$ cat config.mk
export PLATFORM = sky130hd
export DESIGN_NAME = integer_to_ascii_formatter
export DESIGN_NICKNAME = d
export VERILOG_FILES = /design/src/rtl/core/itaf_pkg.sv /design/src/rtl/core/itaf_b2bcd.sv /design/src/rtl/core/itaf_emit.sv /design/src/rtl/core/integer_to_ascii_formatter.sv
export SDC_FILE = /design/constraint.sdc
export NUM_CORES = 1
export LEC_CHECK = 0
export BUFFER_PORTS_ARGS = -buffer_cell sky130_fd_sc_hd__buf_2
export CAP_MARGIN = 20
export CORE_UTILIZATION = 35
export CTS_CLUSTER_DIAMETER = 50
export DETAILED_ROUTE_END_ITERATION = 6
export PLACE_DENSITY = 0.58
export REMOVE_ABC_BUFFERS = 1
export SLEW_MARGIN = 10
export SYNTH_ARGS = -nofsm -noshare
export SYNTH_HDL_FRONTEND = slang
export SYNTH_HIERARCHICAL = 1
export SYNTH_SLANG_ARGS = --single-unit
$ cat constraint.sdc
create_clock -name clk_i -period 9.7 [get_ports clk_i]
set_input_delay 1.94 -clock clk_i [delete_from_list [all_inputs] [get_ports clk_i]]
set_output_delay 1.94 -clock clk_i [all_outputs]
set_load 0.02 [all_outputs]
$ cat src/rtl/core/itaf_pkg.sv
// shared types, codes and character constants of the integer to ascii formatter
package itaf_pkg;

  localparam int unsigned BinW   = 32;
  localparam int unsigned DigW   = 4;
  localparam int unsigned NumDec = 10;
  localparam int unsigned BcdW   = NumDec * DigW;
  localparam int unsigned NdigW  = 4;
  localparam int unsigned WidthW = 5;
  localparam int unsigned FieldMax = 31;

  localparam logic [7:0] ChrZero  = 8'h30;
  localparam logic [7:0] ChrUpA   = 8'h41;
  localparam logic [7:0] ChrLoA   = 8'h61;
  localparam logic [7:0] ChrMinus = 8'h2d;
  localparam logic [7:0] ChrSpace = 8'h20;
  localparam logic [7:0] ChrX     = 8'h78;

  // conversion codes
  typedef enum logic [2:0] {
    OP_SDEC = 3'd0,
    OP_UDEC = 3'd1,
    OP_HEXL = 3'd2,
    OP_HEXU = 3'd3,
    OP_CHAR = 3'd4,
    OP_PTR  = 3'd5
  } op_e;

  // text placed ahead of the digits
  typedef enum logic [1:0] {
    PFX_NONE  = 2'd0,
    PFX_MINUS = 2'd1,
    PFX_HEX   = 2'd2
  } pfx_e;

  // one formatting job handed to the character sequencer
  typedef struct packed {
    logic [BcdW-1:0]   digits;     // most significant digit in the top nibble
    logic [NdigW-1:0]  ndig;       // digits held before leading zero removal
    logic              char_mode;  // top byte is emitted as one raw character
    logic              upper;
    pfx_e              pfx;
    logic [WidthW-1:0] width;
    logic              left;
    logic              zero;
  } job_t;

endpackage

$ cat src/rtl/core/itaf_b2bcd.sv
// serial binary to bcd converter, one input bit per cycle (shift and add three)
module itaf_b2bcd (
  input  logic                         clk_i,
  input  logic                         rst_ni,
  input  logic                         start_i,
  input  logic [itaf_pkg::BinW-1:0]    bin_i,
  output logic                         busy_o,
  output logic                         done_o,
  output logic [itaf_pkg::BcdW-1:0]    bcd_o
);

  localparam int unsigned CntW = $clog2(itaf_pkg::BinW + 1);

  logic [CntW-1:0]               cnt_q, cnt_d;
  logic                          done_q, done_d;
  logic [itaf_pkg::BinW-1:0]     bin_q, bin_d;
  logic [itaf_pkg::BcdW-1:0]     bcd_q, bcd_d;
  logic [itaf_pkg::BcdW-1:0]     adj;

  // add three to every digit of five or more before the shift
  always_comb begin
    for (int i = 0; i < int'(itaf_pkg::NumDec); i++) begin
      adj[i*itaf_pkg::DigW +: itaf_pkg::DigW] =
        (bcd_q[i*itaf_pkg::DigW +: itaf_pkg::DigW] >= 4'd5) ?
        bcd_q[i*itaf_pkg::DigW +: itaf_pkg::DigW] + 4'd3 :
        bcd_q[i*itaf_pkg::DigW +: itaf_pkg::DigW];
    end
  end

  // bit counter and shift registers
  always_comb begin
    cnt_d  = cnt_q;
    done_d = 1'b0;
    bin_d  = bin_q;
    bcd_d  = bcd_q;
    if (start_i) begin
      cnt_d = CntW'(itaf_pkg::BinW);
      bin_d = bin_i;
      bcd_d = '0;
    end else if (cnt_q != '0) begin
      cnt_d  = cnt_q - 1'b1;
      done_d = (cnt_q == CntW'(1));
      bin_d  = {bin_q[itaf_pkg::BinW-2:0], 1'b0};
      bcd_d  = {adj[itaf_pkg::BcdW-2:0], bin_q[itaf_pkg::BinW-1]};
    end
  end

  always_ff @(posedge clk_i or negedge rst_ni) begin
    if (!rst_ni) begin
      cnt_q  <= '0;
      done_q <= 1'b0;
    end else begin
      cnt_q  <= cnt_d;
      done_q <= done_d;
    end
  end

  always_ff @(posedge clk_i) begin
    bin_q <= bin_d;
    bcd_q <= bcd_d;
  end

  assign busy_o = (cnt_q != '0) || done_q;
  assign done_o = done_q;
  assign bcd_o  = bcd_q;

endmodule

$ cat src/rtl/core/itaf_emit.sv
// character sequencer: drops leading zeros one digit a cycle, then emits the text
module itaf_emit (
  input  logic                clk_i,
  input  logic                rst_ni,
  input  logic                start_i,
  input  itaf_pkg::job_t      job_i,
  output logic                busy_o,
  output logic                m_axis_tvalid,
  input  logic                m_axis_tready,
  output logic [7:0]          m_axis_tdata,   // char_code[7:0]
  output logic                m_axis_tlast    // last_char
);

  localparam int unsigned DW = itaf_pkg::DigW;
  localparam int unsigned TW = itaf_pkg::BcdW;
  localparam int unsigned WW = itaf_pkg::WidthW;

  typedef enum logic [2:0] {
    E_IDLE = 3'b001,
    E_NORM = 3'b010,
    E_EMIT = 3'b100
  } est_e;

  est_e                          state_q, state_d;
  logic                          ovalid_q, ovalid_d;
  logic [7:0]                    odata_q, odata_d;
  logic                          olast_q, olast_d;
  logic [TW-1:0]                 dig_q, dig_d;
  logic [itaf_pkg::NdigW-1:0]    ndig_q, ndig_d;
  logic [1:0]                    pre_q, pre_d;
  logic [WW-1:0]                 pad_q, pad_d;
  logic [WW-1:0]                 rem_q, rem_d;
  logic                          char_q, char_d;
  logic                          upper_q, upper_d;
  itaf_pkg::pfx_e                pfx_q, pfx_d;
  logic [WW-1:0]                 width_q, width_d;
  logic                          left_q, left_d;
  logic                          zero_q, zero_d;

  logic [DW-1:0]                 top_dig;
  logic [WW-1:0]                 total;
  logic [WW-1:0]                 pad_calc;
  logic                          zero_eff;
  logic                          adv;
  logic [7:0]                    dig_chr;
  logic [7:0]                    pre_chr;

  assign top_dig  = dig_q[TW-1 -: DW];
  assign total    = WW'(pre_q) + WW'(ndig_q);
  assign pad_calc = (width_q > total) ? width_q - total : '0;
  assign zero_eff = zero_q && !left_q;
  assign adv      = !ovalid_q || m_axis_tready;

  // digit or raw byte to ascii
  always_comb begin
    if (char_q) begin
      dig_chr = dig_q[TW-1 -: 8];
    end else if (top_dig < 4'd10) begin
      dig_chr = itaf_pkg::ChrZero + 8'(top_dig);
    end else begin
      dig_chr = (upper_q ? itaf_pkg::ChrUpA : itaf_pkg::ChrLoA) + 8'(top_dig - 4'd10);
    end
  end

  // prefix character for the remaining prefix count
  always_comb begin
    case (pfx_q)
      itaf_pkg::PFX_MINUS: pre_chr = itaf_pkg::ChrMinus;
      itaf_pkg::PFX_HEX:   pre_chr = (pre_q == 2'd2) ? itaf_pkg::ChrZero : itaf_pkg::ChrX;
      default:             pre_chr = itaf_pkg::ChrSpace;
    endcase
  end

  // sequencer
  always_comb begin
    state_d  = state_q;
    ovalid_d = ovalid_q;
    odata_d  = odata_q;
    olast_d  = olast_q;
    dig_d    = dig_q;
    ndig_d   = ndig_q;
    pre_d    = pre_q;
    pad_d    = pad_q;
    rem_d    = rem_q;
    char_d   = char_q;
    upper_d  = upper_q;
    pfx_d    = pfx_q;
    width_d  = width_q;
    left_d   = left_q;
    zero_d   = zero_q;

    if (ovalid_q && m_axis_tready) begin
      ovalid_d = 1'b0;
    end

    case (state_q)
      E_IDLE: begin
        if (start_i) begin
          dig_d   = job_i.digits;
          ndig_d  = job_i.ndig;
          char_d  = job_i.char_mode;
          upper_d = job_i.upper;
          pfx_d   = job_i.pfx;
          width_d = job_i.width;
          left_d  = job_i.left;
          zero_d  = job_i.zero;
          case (job_i.pfx)
            itaf_pkg::PFX_MINUS: pre_d = 2'd1;
            itaf_pkg::PFX_HEX:   pre_d = 2'd2;
            default:             pre_d = 2'd0;
          endcase
          state_d = E_NORM;
        end
      end
      E_NORM: begin
        if (!char_q && ndig_q > 4'd1 && top_dig == '0) begin
          dig_d  = {dig_q[TW-DW-1:0], {DW{1'b0}}};
          ndig_d = ndig_q - 1'b1;
        end else begin
          pad_d   = pad_calc;
          rem_d   = pad_calc + total;
          state_d = E_EMIT;
        end
      end
      E_EMIT: begin
        if (adv) begin
          ovalid_d = 1'b1;
          olast_d  = (rem_q == WW'(1));
          rem_d    = rem_q - 1'b1;
          if (pad_q != '0 && !left_q && !zero_eff) begin
            odata_d = itaf_pkg::ChrSpace;
            pad_d   = pad_q - 1'b1;
          end else if (pre_q != 2'd0) begin
            odata_d = pre_chr;
            pre_d   = pre_q - 1'b1;
          end else if (pad_q != '0 && zero_eff) begin
            odata_d = itaf_pkg::ChrZero;
            pad_d   = pad_q - 1'b1;
          end else if (ndig_q != '0) begin
            odata_d = dig_chr;
            dig_d   = {dig_q[TW-DW-1:0], {DW{1'b0}}};
            ndig_d  = ndig_q - 1'b1;
          end else begin
            odata_d = itaf_pkg::ChrSpace;
            pad_d   = pad_q - 1'b1;
          end
          if (rem_q == WW'(1)) begin
            state_d = E_IDLE;
          end
        end
      end
      default: state_d = E_IDLE;
    endcase
  end

  always_ff @(posedge clk_i or negedge rst_ni) begin
    if (!rst_ni) begin
      state_q  <= E_IDLE;
      ovalid_q <= 1'b0;
    end else begin
      state_q  <= state_d;
      ovalid_q <= ovalid_d;
    end
  end

  always_ff @(posedge clk_i) begin
    odata_q <= odata_d;
    olast_q <= olast_d;
    dig_q   <= dig_d;
    ndig_q  <= ndig_d;
    pre_q   <= pre_d;
    pad_q   <= pad_d;
    rem_q   <= rem_d;
    char_q  <= char_d;
    upper_q <= upper_d;
    pfx_q   <= pfx_d;
    width_q <= width_d;
    left_q  <= left_d;
    zero_q  <= zero_d;
  end

  assign busy_o        = (state_q != E_IDLE);
  assign m_axis_tvalid = ovalid_q;
  assign m_axis_tdata  = odata_q;
  assign m_axis_tlast  = olast_q;

endmodule

$ cat src/rtl/core/integer_to_ascii_formatter.sv
// top level of the integer to ascii formatter: input capture, control and assertions
//
// Usage: one conversion request enters on the s_axis channel; its formatted text
// leaves on the m_axis channel as one ascii character per transaction, with tlast
// on the final character. Unused conversion codes six and seven are accepted and
// produce no output.
// Timing: decimal requests run a shift and add three converter, one value bit per
// cycle, then drop leading zeros at one digit per cycle (up to 9). Hex, char and
// pointer requests skip the converter. After that one character leaves per cycle
// while the receiver takes them. One item is in work at a time; s_axis_tready is
// high only while idle, including while the final character still waits in the
// output register.
// Reset clears all control state; no output transaction is pending after it.
// A stalled receiver holds the output register and pauses the sequencer.
module integer_to_ascii_formatter #(
  parameter int unsigned MAX_WIDTH = itaf_pkg::FieldMax
) (
  input  logic        clk_i,
  input  logic        rst_ni,
  input  logic        s_axis_tvalid,
  output logic        s_axis_tready,
  // opcode[2:0], value[34:3], field_width[39:35], left_align[40], zero_fill[41]
  input  logic [47:0] s_axis_tdata,
  output logic        m_axis_tvalid,
  input  logic        m_axis_tready,
  output logic [7:0]  m_axis_tdata,    // char_code[7:0]
  output logic        m_axis_tlast     // last_char
);

  localparam int unsigned WW   = itaf_pkg::WidthW;
  localparam int unsigned SatW = (MAX_WIDTH < itaf_pkg::FieldMax) ? MAX_WIDTH
                                                                  : itaf_pkg::FieldMax;

  typedef enum logic [3:0] {
    S_IDLE = 4'b0001,
    S_CONV = 4'b0010,
    S_LOAD = 4'b0100,
    S_EMIT = 4'b1000
  } st_e;

  st_e                        state_q, state_d;
  logic [2:0]                 op_q;
  logic [itaf_pkg::BinW-1:0]  val_q;
  logic [WW-1:0]              width_q;
  logic                       left_q;
  logic                       zero_q;
  logic                       neg_q;

  logic [2:0]                 in_op;
  logic [itaf_pkg::BinW-1:0]  in_val;
  logic [WW-1:0]              in_width;
  logic [WW-1:0]              width_sat;
  logic                       in_left;
  logic                       in_zero;
  logic                       in_neg;
  logic [itaf_pkg::BinW-1:0]  in_mag;
  logic                       accept;
  logic                       in_dec;
  logic                       in_other;

  logic                       bcd_busy;
  logic                       bcd_done;
  logic [itaf_pkg::BcdW-1:0]  bcd;
  logic                       emit_start;
  logic                       emit_busy;
  itaf_pkg::job_t             job;

  // input field unpacking
  assign in_op    = s_axis_tdata[2:0];
  assign in_val   = s_axis_tdata[34:3];
  assign in_width = s_axis_tdata[39:35];
  assign in_left  = s_axis_tdata[40];
  assign in_zero  = s_axis_tdata[41];
  assign width_sat = (in_width > WW'(SatW)) ? WW'(SatW) : in_width;
  assign in_neg   = (in_op == itaf_pkg::OP_SDEC) && in_val[itaf_pkg::BinW-1];
  assign in_mag   = in_neg ? ('0 - in_val) : in_val;

  assign s_axis_tready = (state_q == S_IDLE);
  assign accept   = s_axis_tvalid && s_axis_tready;
  assign in_dec   = (in_op == itaf_pkg::OP_SDEC) || (in_op == itaf_pkg::OP_UDEC);
  assign in_other = (in_op == itaf_pkg::OP_HEXL) || (in_op == itaf_pkg::OP_HEXU) ||
                    (in_op == itaf_pkg::OP_CHAR) || (in_op == itaf_pkg::OP_PTR);

  // control sequence
  always_comb begin
    state_d    = state_q;
    emit_start = 1'b0;
    case (state_q)
      S_IDLE: begin
        if (accept && in_dec) begin
          state_d = S_CONV;
        end else if (accept && in_other) begin
          state_d = S_LOAD;
        end
      end
      S_CONV: begin
        if (bcd_done) begin
          emit_start = 1'b1;
          state_d    = S_EMIT;
        end
      end
      S_LOAD: begin
        emit_start = 1'b1;
        state_d    = S_EMIT;
      end
      S_EMIT: begin
        if (!emit_busy) begin
          state_d = S_IDLE;
        end
      end
      default: state_d = S_IDLE;
    endcase
  end

  // job assembly for the sequencer
  always_comb begin
    job.upper     = (op_q == itaf_pkg::OP_HEXU);
    job.char_mode = (op_q == itaf_pkg::OP_CHAR);
    job.width     = width_q;
    job.left      = left_q;
    job.zero      = zero_q;
    job.pfx       = neg_q ? itaf_pkg::PFX_MINUS : itaf_pkg::PFX_NONE;
    case (op_q)
      itaf_pkg::OP_SDEC, itaf_pkg::OP_UDEC: begin
        job.digits = bcd;
        job.ndig   = 4'(itaf_pkg::NumDec);
      end
      itaf_pkg::OP_CHAR: begin
        job.digits = {val_q[7:0], {(itaf_pkg::BcdW-8){1'b0}}};
        job.ndig   = 4'd1;
      end
      itaf_pkg::OP_PTR: begin
        job.digits = {val_q, {(itaf_pkg::BcdW-itaf_pkg::BinW){1'b0}}};
        job.ndig   = 4'd8;
        job.pfx    = itaf_pkg::PFX_HEX;
        job.width  = '0;
        job.left   = 1'b0;
        job.zero   = 1'b0;
      end
      default: begin
        job.digits = {val_q, {(itaf_pkg::BcdW-itaf_pkg::BinW){1'b0}}};
        job.ndig   = 4'd8;
      end
    endcase
  end

  always_ff @(posedge clk_i or negedge rst_ni) begin
    if (!rst_ni) begin
      state_q <= S_IDLE;
    end else begin
      state_q <= state_d;
    end
  end

  // request fields held for the whole item
  always_ff @(posedge clk_i) begin
    if (accept) begin
      op_q    <= in_op;
      val_q   <= in_val;
      width_q <= width_sat;
      left_q  <= in_left;
      zero_q  <= in_zero;
      neg_q   <= in_neg;
    end
  end

  itaf_b2bcd u_b2bcd (
    .clk_i   (clk_i),
    .rst_ni  (rst_ni),
    .start_i (accept && in_dec),
    .bin_i   (in_mag),
    .busy_o  (bcd_busy),
    .done_o  (bcd_done),
    .bcd_o   (bcd)
  );

  itaf_emit u_emit (
    .clk_i         (clk_i),
    .rst_ni        (rst_ni),
    .start_i       (emit_start),
    .job_i         (job),
    .busy_o        (emit_busy),
    .m_axis_tvalid (m_axis_tvalid),
    .m_axis_tready (m_axis_tready),
    .m_axis_tdata  (m_axis_tdata),
    .m_axis_tlast  (m_axis_tlast)
  );

  // a new request is taken only when both units are free
  a_ready_free: assert property (@(posedge clk_i) disable iff (!rst_ni)
    s_axis_tready |-> (!bcd_busy && !emit_busy))
    else $error("request taken while a unit is busy");

  // converter results arrive only while the control waits for them
  a_done_in_conv: assert property (@(posedge clk_i) disable iff (!rst_ni)
    bcd_done |-> (state_q == S_CONV))
    else $error("converter finished outside conversion");

  // the sequencer is never restarted in the middle of an item
  a_start_free: assert property (@(posedge clk_i) disable iff (!rst_ni)
    emit_start |-> !emit_busy)
    else $error("sequencer started while busy");

  // the sequencer runs right after being started
  a_start_busy: assert property (@(posedge clk_i) disable iff (!rst_ni)
    emit_start |=> emit_busy)
    else $error("sequencer did not pick up its job");

endmodule

==> After elaboration in Yosys (flattened, before gate mapping) <==
Index checks and enable logic that the tools add are counted.
{ "word_totals": {"input_bits": 52, "out_inout_bits": 11, "ff_bits": 206} }
{ "classes": {"addsub": 22, "order_cmp": 14, "n_reduce_logical": 40, "n_eq_ne": 39, "n_mux": 76} }
{ "ops": {"columns": ["cell", "count"], "rows": [
  ["40-bit two-way mux", 7],
  ["40-bit case mux with 3 select lines", 1],
  ["32-bit two-way mux", 3],
  ["44-bit case mux with 2 select lines", 1],
  ["4-bit two-way mux", 20],
  ["5-bit two-way mux", 9],
  ["4-bit by 3-bit >= comparator with 1-bit output, second input constant", 10],
  ["8-bit two-way mux", 5],
  ["4-bit by 2-bit adder with 4-bit output, second input constant", 9],
  ["1-bit by 32-bit subtractor with 32-bit output, first input constant", 1],
  ["5-bit case mux with 2 select lines", 2],
  ["6-bit two-way mux", 3],
  ["4-bit case mux with 4 select lines", 1],
  ["8-bit case mux with 2 select lines", 1],
  ["3-bit == test, second input constant", 5],
  ["3-bit two-way mux", 5],
  ["3-bit by 2-bit == test with 1-bit output, second input constant", 4],
  ["2-bit by 1-bit != test with 1-bit output, second input constant", 6],
  ["2-bit != test, second input constant", 6],
  ["4-bit case mux with 3 select lines", 1],
  ["1-bit logical AND", 11],
  ["5-bit AND reduction", 2],
  ["5-bit by 1-bit subtractor with 5-bit output, second input constant", 2],
  ["3-bit by 1-bit == test with 1-bit output, second input constant", 3],
  ["other kinds (46)", 73]
]} }

==> Logic depth before layout (Yosys ltp) <==
Gate-level depths: netlist of run 1.
{ "depth": {"ltp_word": 8, "depth_mapped": 17} }

==> Cells and area by module <==
The synthesis of run 1 kept the hierarchy.
{ "by_module_without_submodules": {"columns": ["mod", "instances", "cells_per_inst", "area_each_um2", "seq_area_each_um2"], "rows": [
  ["itaf_emit", 1, 460, 4655.7, 2383.5],
  ["itaf_b2bcd", 1, 455, 4408.0, 1936.9],
  ["integer_to_ascii_formatter", 1, 253, 2902.8, 1392.6]
]} }

==> Least setup slack after synthesis of run 1 <==
Ideal clock, no wire load.
{ "synth_path": {"path_type": "input to register", "from": "input m_axis_tready", "to": "register u_emit.dig_q[0], enable pin", "cell_stages": 4, "path_slack_ns": 4.728, "n_path_buf": 0, "arrival_ns": 4.500, "path_cell_list": "nor2b_1 -> o21ai_0 -> o21ai_0 -> a31oi_1"} }
{ "synth_between": {"elab_chain_cells": 3} }
{ "synth_rtl": {"columns": ["item", "line_no", "text"], "rows": [
  ["start: declaration", "integer_to_ascii_formatter.sv:25", "input logic m_axis_tready,"],
  ["1-bit logical OR", "itaf_emit.sv:52", "assign adv = !ovalid_q || m_axis_tready;"],
  ["2-bit by 1-bit != test with 1-bit output (no line)", null, null],
  ["8-bit AND reduction (no line)", null, null],
  ["end signal: assignment", "itaf_emit.sv:169", "dig_q <= dig_d;"],
  ["end: declaration", "itaf_emit.sv:28", "logic [TW-1:0] dig_q, dig_d;"]
]} }
Every way passes these cells.
A chain may end at the register's enable or synchronous reset.

==> Worst setup path after layout of run 1 <==
{ "layout_path": {"from": "input s_axis_tvalid", "to": "register u_b2bcd/bin_q[10] in the netlist's numbering, enable pin"} }
{ "layout_between": {"elab_chain_cells": 3} }
{ "layout_rtl": {"columns": ["item", "line_no", "text"], "rows": [
  ["start: declaration", "integer_to_ascii_formatter.sv:20", "input logic s_axis_tvalid,"],
  ["1-bit logical AND", "integer_to_ascii_formatter.sv:79", "assign accept = s_axis_tvalid && s_axis_tready;"],
  ["net accept", "integer_to_ascii_formatter.sv:57", "logic accept;"],
  ["1-bit logical AND", "integer_to_ascii_formatter.sv:170", ".start_i (accept && in_dec),"],
  ["2-bit nonzero test (no line)", null, null],
  ["end signal: assignment", "itaf_b2bcd.sv:59", "bin_q <= bin_d;"],
  ["end: declaration", "itaf_b2bcd.sv:16", "logic [itaf_pkg::BinW-1:0] bin_q, bin_d;"]
]} }
The timed path passes the listed nets, and every way through them passes these cells.

==> impl_metrics.env, run 1 <==
export IMPL_start_util_pct=35.6
export IMPL_vias=8818
export IMPL_yosys_warnings=6
export IMPL_power_density_nw_per_um2=154
export IMPL_fmax_ghz=0.221
export IMPL_holdWs_ps=514
export IMPL_fin_crit_ps=4520
export IMPL_grt_pass1_wl_um=46500
export IMPL_first_pass_iters=5
export IMPL_rsz0062_at_grt="no"
export IMPL_startpoint_type="primary input"
export IMPL_p_leak_nw=5.05
export IMPL_fin_skew_ps=21.4
export IMPL_drc=0
export IMPL_vias_per_cell=5.29
export IMPL_syn_area_per_cell_sq_um=10.2
export IMPL_rows=67
export IMPL_path_common_cell="buf_4"
export IMPL_clock_path_buffers=3
export IMPL_postPlaceCellArea_sq_um=12600
export IMPL_regArea_sq_um=5710
export IMPL_max_stage_delay_ps=520
export IMPL_max_cap_viol_count=0
export IMPL_drt_wl_total_um=29000
export IMPL_grt_pass1_vias=8489
export IMPL_netlist_area_sq_um=12000
export IMPL_worstMarginPinSlew_ps=1010
export IMPL_grt_use_total_pct=16.4
export IMPL_post_drt_wl_per_cell_um=17.4
export IMPL_worstSetupPathType="in2reg"
export IMPL_fillers=3264
export IMPL_grt_max_degree=45
export IMPL_core_area_sq_um=33600
export IMPL_fp_dieH_um=187
export IMPL_crit_fanout=44
export IMPL_antenna_found_initial=0
export IMPL_cts_resized=0
export IMPL_multi_input_area_sq_um=5710
export IMPL_outcome="completed"
export IMPL_cp_arrival_ps=4740
export IMPL_cp_buffers_inverters=6
export IMPL_ant_nets=0
export IMPL_diodes=0
export IMPL_clkSinkCount=206
export IMPL_path_cells="buf_2, and2_2, buf_4, nand2_1, inv_2, clkinv_1, buf_4, nand2_1, buf_4"
export IMPL_finalNetCount=1304
export IMPL_tritoncts="built"
export IMPL_drive_gt1_share_pct=16.3
export IMPL_gp_congestion=0.857
export IMPL_cp_slowest_cell="inv_2"
export IMPL_synthCells=1167
export IMPL_fp_dieArea_sq_um=34900
export IMPL_clkLatencyLatePin_ps=550
export IMPL_setup_viol=0
export IMPL_htree_levels=1
export IMPL_hp_class="reg2reg"
export IMPL_dp_hpwl_um=19000
export IMPL_hold_violations=0
export IMPL_crit_family="buffers and inverters"
export IMPL_io_buffers=56
export IMPL_cts_root_buf="clkbuf_16"
export IMPL_period_share_pct=46.6
export IMPL_fin_setup_tns_ps=0
export IMPL_post_cts_buffers=0
export IMPL_area_growth_pct=13.6
export IMPL_fp_dieW_um=187
export IMPL_drtIter0Drc=667
export IMPL_slew_violations=0
export IMPL_finalInstanceArea_sq_um=13600
export IMPL_vdd_drop_max_uv=155
export IMPL_end_kind="register"
export IMPL_relSlewSlack_pct=32.4
export IMPL_path_clk_slew_ps=50
export IMPL_hold_buffers=0
export IMPL_ios=63
export IMPL_required_ps=9920
export IMPL_grt_ovfl_total=0
export IMPL_cts_buffers=28
[report_power, final]
group / switching, mW / internal [mW] / total [mW]
logic: 0.0255 / 0.0179 / 0.0434
registers: 0.00103 / 0.939 / 0.940
clock network: 0.399 / 0.717 / 1.12
[routing by layer]
metal | track usage (%) | vias up | part of all wire, %
met2 | 26.2 | 230 | 45
met4 | 4.16 | 0 | 2.3
li1 | - | 4325 | -
met5 | 0 | - | 0
met1 | 23.3 | 4213 | 47
met3 | 2.27 | 50 | 4.9
[stage by stage]
step	worst slack (ps)	power, mW	cells	util (%)
2_1_floorplan	2670	0.977	1100	-
3_3_place_gp	4580	1.00	1616	37.4
3_5_place_dp	4550	1.00	1616	37.4
4_1_cts	5140	2.12	1668	40.4
5_1_grt	4900	2.16	1668	40.4
6_report	5180	2.10	1668	40.4
[placed cells by master (no fill, tap or decap), drive strengths merged, types with 4 or more instances in the layout]
| cell | count |
|---|---|
| a211oi | 25 |
| a21boi | 4 |
| a21oi | 42 |
| a22o | 25 |
| a311oi | 12 |
| a31oi | 7 |
| and2 | 23 |
| and3 | 8 |
| and4 | 4 |
| buf | 68 |
| bufinv | 6 |
| clkbuf | 39 |
| clkinv | 4 |
| dfrtp | 13 |
| dfxtp | 40 |
| edfxtp | 151 |
| ha | 51 |
| inv | 62 |
| mux2 | 34 |
| mux2i | 4 |
| nand2 | 219 |
| nand2b | 18 |
| nand3 | 7 |
| nand3b | 8 |
| nand4 | 18 |
| nor2 | 55 |
| nor2b | 15 |
| nor3 | 24 |
| nor3b | 5 |
| nor4 | 5 |
| o21ai | 57 |
| o22a | 16 |
| o31ai | 9 |
| o32ai | 20 |
| o41ai | 17 |
| or3 | 16 |
| xnor2 | 35 |
| xor2 | 13 |
[layout make-up]
| cell class | count | area share [%] |
|---|---|---|
| clock buffers | 39 | 5.69 |
| flip-flops and latches | 206 | 42.0 |
| clock inverters | 13 | 1.69 |
| inverters | 61 | 1.69 |
| multi-input cells | 833 | 42.0 |
| well taps | 448 | 4.13 |
| repair buffers | 68 | 2.73 |
[registers in the layout, summed over array words and instances, names as in the netlist, 5 cells and up]
| signal | cells |
|---|---|
| u_b2bcd/bin_q | 32 |
| val_q | 32 |
| u_emit/rem_q | 5 |
| u_b2bcd/cnt_q | 6 |
| u_emit/m_axis_tdata | 8 |
| u_emit/width_q | 5 |
| width_q | 5 |
| u_emit/pad_q | 5 |
| u_b2bcd/bcd_o | 40 |
| u_emit/dig_q | 40 |
[worst min-delay path, cell delays in order (launching register included)]
cell	delay, ps
edfxtp_1	320
nand2_1	40
nand2_1	50
[final timing paths]
check | start | end | slack [ps] | cells past startpoint
worst max-delay path | s_axis_tvalid | u_b2bcd/bin_q[10]$_DFFE_PP_ | 5180 | 9
worst min-delay path | u_emit/dig_q[28]$_DFFE_PP_ | u_emit/dig_q[32]$_DFFE_PP_ | 510 | 2
worst max register to register | u_emit/ndig_q[0]$_DFFE_PP_ | u_emit/rem_q[4]$_DFFE_PP_ | 5210 | 17
worst min register to register | u_emit/dig_q[28]$_DFFE_PP_ | u_emit/dig_q[32]$_DFFE_PP_ | 510 | 2
max in group asynchronous | rst_ni | u_emit/state_q[0]$_DFFE_PN1P_ | 8070 | 1
min in group asynchronous | rst_ni | u_b2bcd/cnt_q[3]$_DFFE_PN0P_ | 1310 | 1
Note: power is estimated with default switching activity, not from simulation.
==> inputs of run 2 (changes only) <==
==> constraint.sdc (replaced) <==
create_clock -name clk_i -period 4.6 [get_ports clk_i]
set_input_delay 0.92 -clock clk_i [delete_from_list [all_inputs] [get_ports clk_i]]
set_output_delay 0.92 -clock clk_i [all_outputs]
set_load 0.02 [all_outputs]
==> impl_metrics.env, run 2 (synthesis results as in run 1) <==
export IMPL_drt_wl_total_um=28900
export IMPL_tritoncts="built"
export IMPL_io_buffers=56
export IMPL_fin_skew_ps=12.2
export IMPL_stdcell_count=1666
export IMPL_startpoint_type="register"
export IMPL_grt_pass1_vias=8734
export IMPL_drc=0
export IMPL_required_ps=4980
export IMPL_period_share_pct=92.7
export IMPL_hp_class="in2async"
export IMPL_start_util_pct=35.6
export IMPL_clkLatencyLatePin_ps=530
export IMPL_hold_violations=0
export IMPL_power_density_nw_per_um2=302
export IMPL_ios=63
export IMPL_dp_cells=1617
export IMPL_slew_violations=0
export IMPL_grt_use_total_pct=16.5
export IMPL_worstSetupPathType="reg2reg"
export IMPL_max_cap_viol_count=0
export IMPL_vias_per_cell=5.30
export IMPL_fillers=3283
export IMPL_fin_crit_ps=4270
export IMPL_dp_hpwl_um=19500
export IMPL_end_kind="register"
export IMPL_antenna_found_initial=0
export IMPL_htree_levels=1
export IMPL_cp_arrival_ps=4650
export IMPL_clock_path_buffers=3
export IMPL_wl_met3_um=1360
export IMPL_fmax_ghz=0.234
export IMPL_drive_gt1_share_pct=16.7
export IMPL_rsz0062_at_grt="no"
export IMPL_post_drt_wl_per_cell_um=17.4
export IMPL_r2r_slack_ps=330
export IMPL_regArea_sq_um=5710
export IMPL_diodes=0
export IMPL_mostFrequentLayoutCells="218 x nand2_1, 151 x edfxtp_1, 59 x inv_1, 56 x buf_2, 51 x nor2_1"
export IMPL_vias=8836
export IMPL_highest_layer="met4"
export IMPL_gp_congestion=0.860
export IMPL_first_pass_iters=5
export IMPL_outcome="completed"
export IMPL_crit_fanout=6
export IMPL_drtIter0Drc=618
export IMPL_timing_rr_end="u_emit/rem_q[4]$_DFFE_PP_"
export IMPL_cts_root_buf="clkbuf_16"
export IMPL_p_leak_nw=4.98
export IMPL_fin_setup_tns_ps=0
export IMPL_power_mw=4.07
export IMPL_worstMarginPinSlew_ps=1060
export IMPL_worst_slack_ps=334
export IMPL_clkSinkCount=206
export IMPL_pre_cts_slack_ps=234
export IMPL_rr_startpoint="u_emit/ndig_q[0]$_DFFE_PP_"
export IMPL_wl_met2_um=13300
export IMPL_grt_ovfl_total=0
export IMPL_path_clk_slew_ps=60
export IMPL_grt_max_degree=66
export IMPL_rows=67
export IMPL_grt_pass1_wl_um=47000
export IMPL_fp_dieW_um=187
export IMPL_cts_buffers=27
export IMPL_core_area_sq_um=33600
export IMPL_hold_buffers=0
export IMPL_setup_viol=0
export IMPL_final_common_cell="nand2_1"
export IMPL_worstRegToRegCells=17
export IMPL_wl_met1_um=13600
export IMPL_finalNetCount=1304
export IMPL_area_growth_pct=12.6
export IMPL_vdd_drop_max_uv=230
export IMPL_fp_dieArea_sq_um=34900
export IMPL_fp_dieH_um=187
export IMPL_ant_nets=0
export IMPL_multi_input_area_sq_um=5730
export IMPL_relSlewSlack_pct=29.1
## run 2: changes by cell type in the layout (fill, tap and decap cells not counted), sizes merged
cell	delta
clkinvlp	+4
bufinv	-5
clkinv	+4
clkbuf	-8
inv	+2
buf	+1
## run 2: timing repair
item                                    in CTS  in global routing
resized for setup                            0                  3
endpoints found under the setup margin       0                  2
setup buffers                                0                  0
## run 2: report_power, final
group / leakage (nW) / switching (mW) / internal [mW]
clock network: 0.402 / 0.840 / 1.16
logic: 2.81 / 0.0543 / 0.0377
registers: 1.77 / 0.00223 / 1.98
total: 4.98 / 0.896 / 3.18
## run 2: how the worst max path moves through the flow
stage	from	end	slack, ps	cells past startpoint
final	u_emit/ndig_q[0]$_DFFE_PP_	u_emit/rem_q[4]$_DFFE_PP_	330	17
after global routing	u_emit/ndig_q[0]$_DFFE_PP_	u_emit/rem_q[4]$_DFFE_PP_	2	17
after CTS	u_emit/ndig_q[0]$_DFFE_PP_	u_emit/rem_q[4]$_DFFE_PP_	210	17
after detailed placement	u_emit/ndig_q[0]$_DFFE_PP_	u_emit/rem_q[4]$_DFFE_PP_	230	17
after global placement	u_emit/ndig_q[0]$_DFFE_PP_	u_emit/rem_q[4]$_DFFE_PP_	320	17
after floorplan	state_q[0]$_DFFE_PN1P_	u_b2bcd/bin_q[0]$_SDFFCE_PN0P_	-1720	6
## run 2: metal layers
metal  up-vias  track usage (%)
li1       4310                -
met4         0             4.29
met5         -                0
met1      4288             22.7
met3        43             2.33
met2       195             27.4
## run 2: final cells by class
type	count	share of cell area, %
flip-flops and latches	206	42.4
clock buffers	31	5.20
clock inverters	18	1.12
well taps	448	4.16
multi-input cells	833	42.5
inverters	61	1.70
repair buffers	69	2.90
## run 2: critical path, cell delays in order (launching register included)
cell,delay [ps]
edfxtp_1,430
ha_1,230
inv_1,70
fa_1,390
xnor2_1,240
inv_1,80
ha_2,420
and3_2,230
a211oi_1,60
a311oi_2,300
and2_2,240
nor2_2,50
ha_1,200
fa_1,400
a21oi_1,170
o21ai_1,90
xor3_1,360
a21oi_1,150
## run 2: per-stage QoR
| step | hold WS (ps) | cell area, sq um | util, % |
|---|---|---|---|
| floorplan | 478 | 11600 | - |
| global placement | 497 | 12600 | 37.5 |
| detailed placement | 500 | 12600 | 37.5 |
| CTS | 298 | 13500 | 40.0 |
| global route | 326 | 13500 | 40.1 |
| finish | 308 | 13500 | 40.1 |
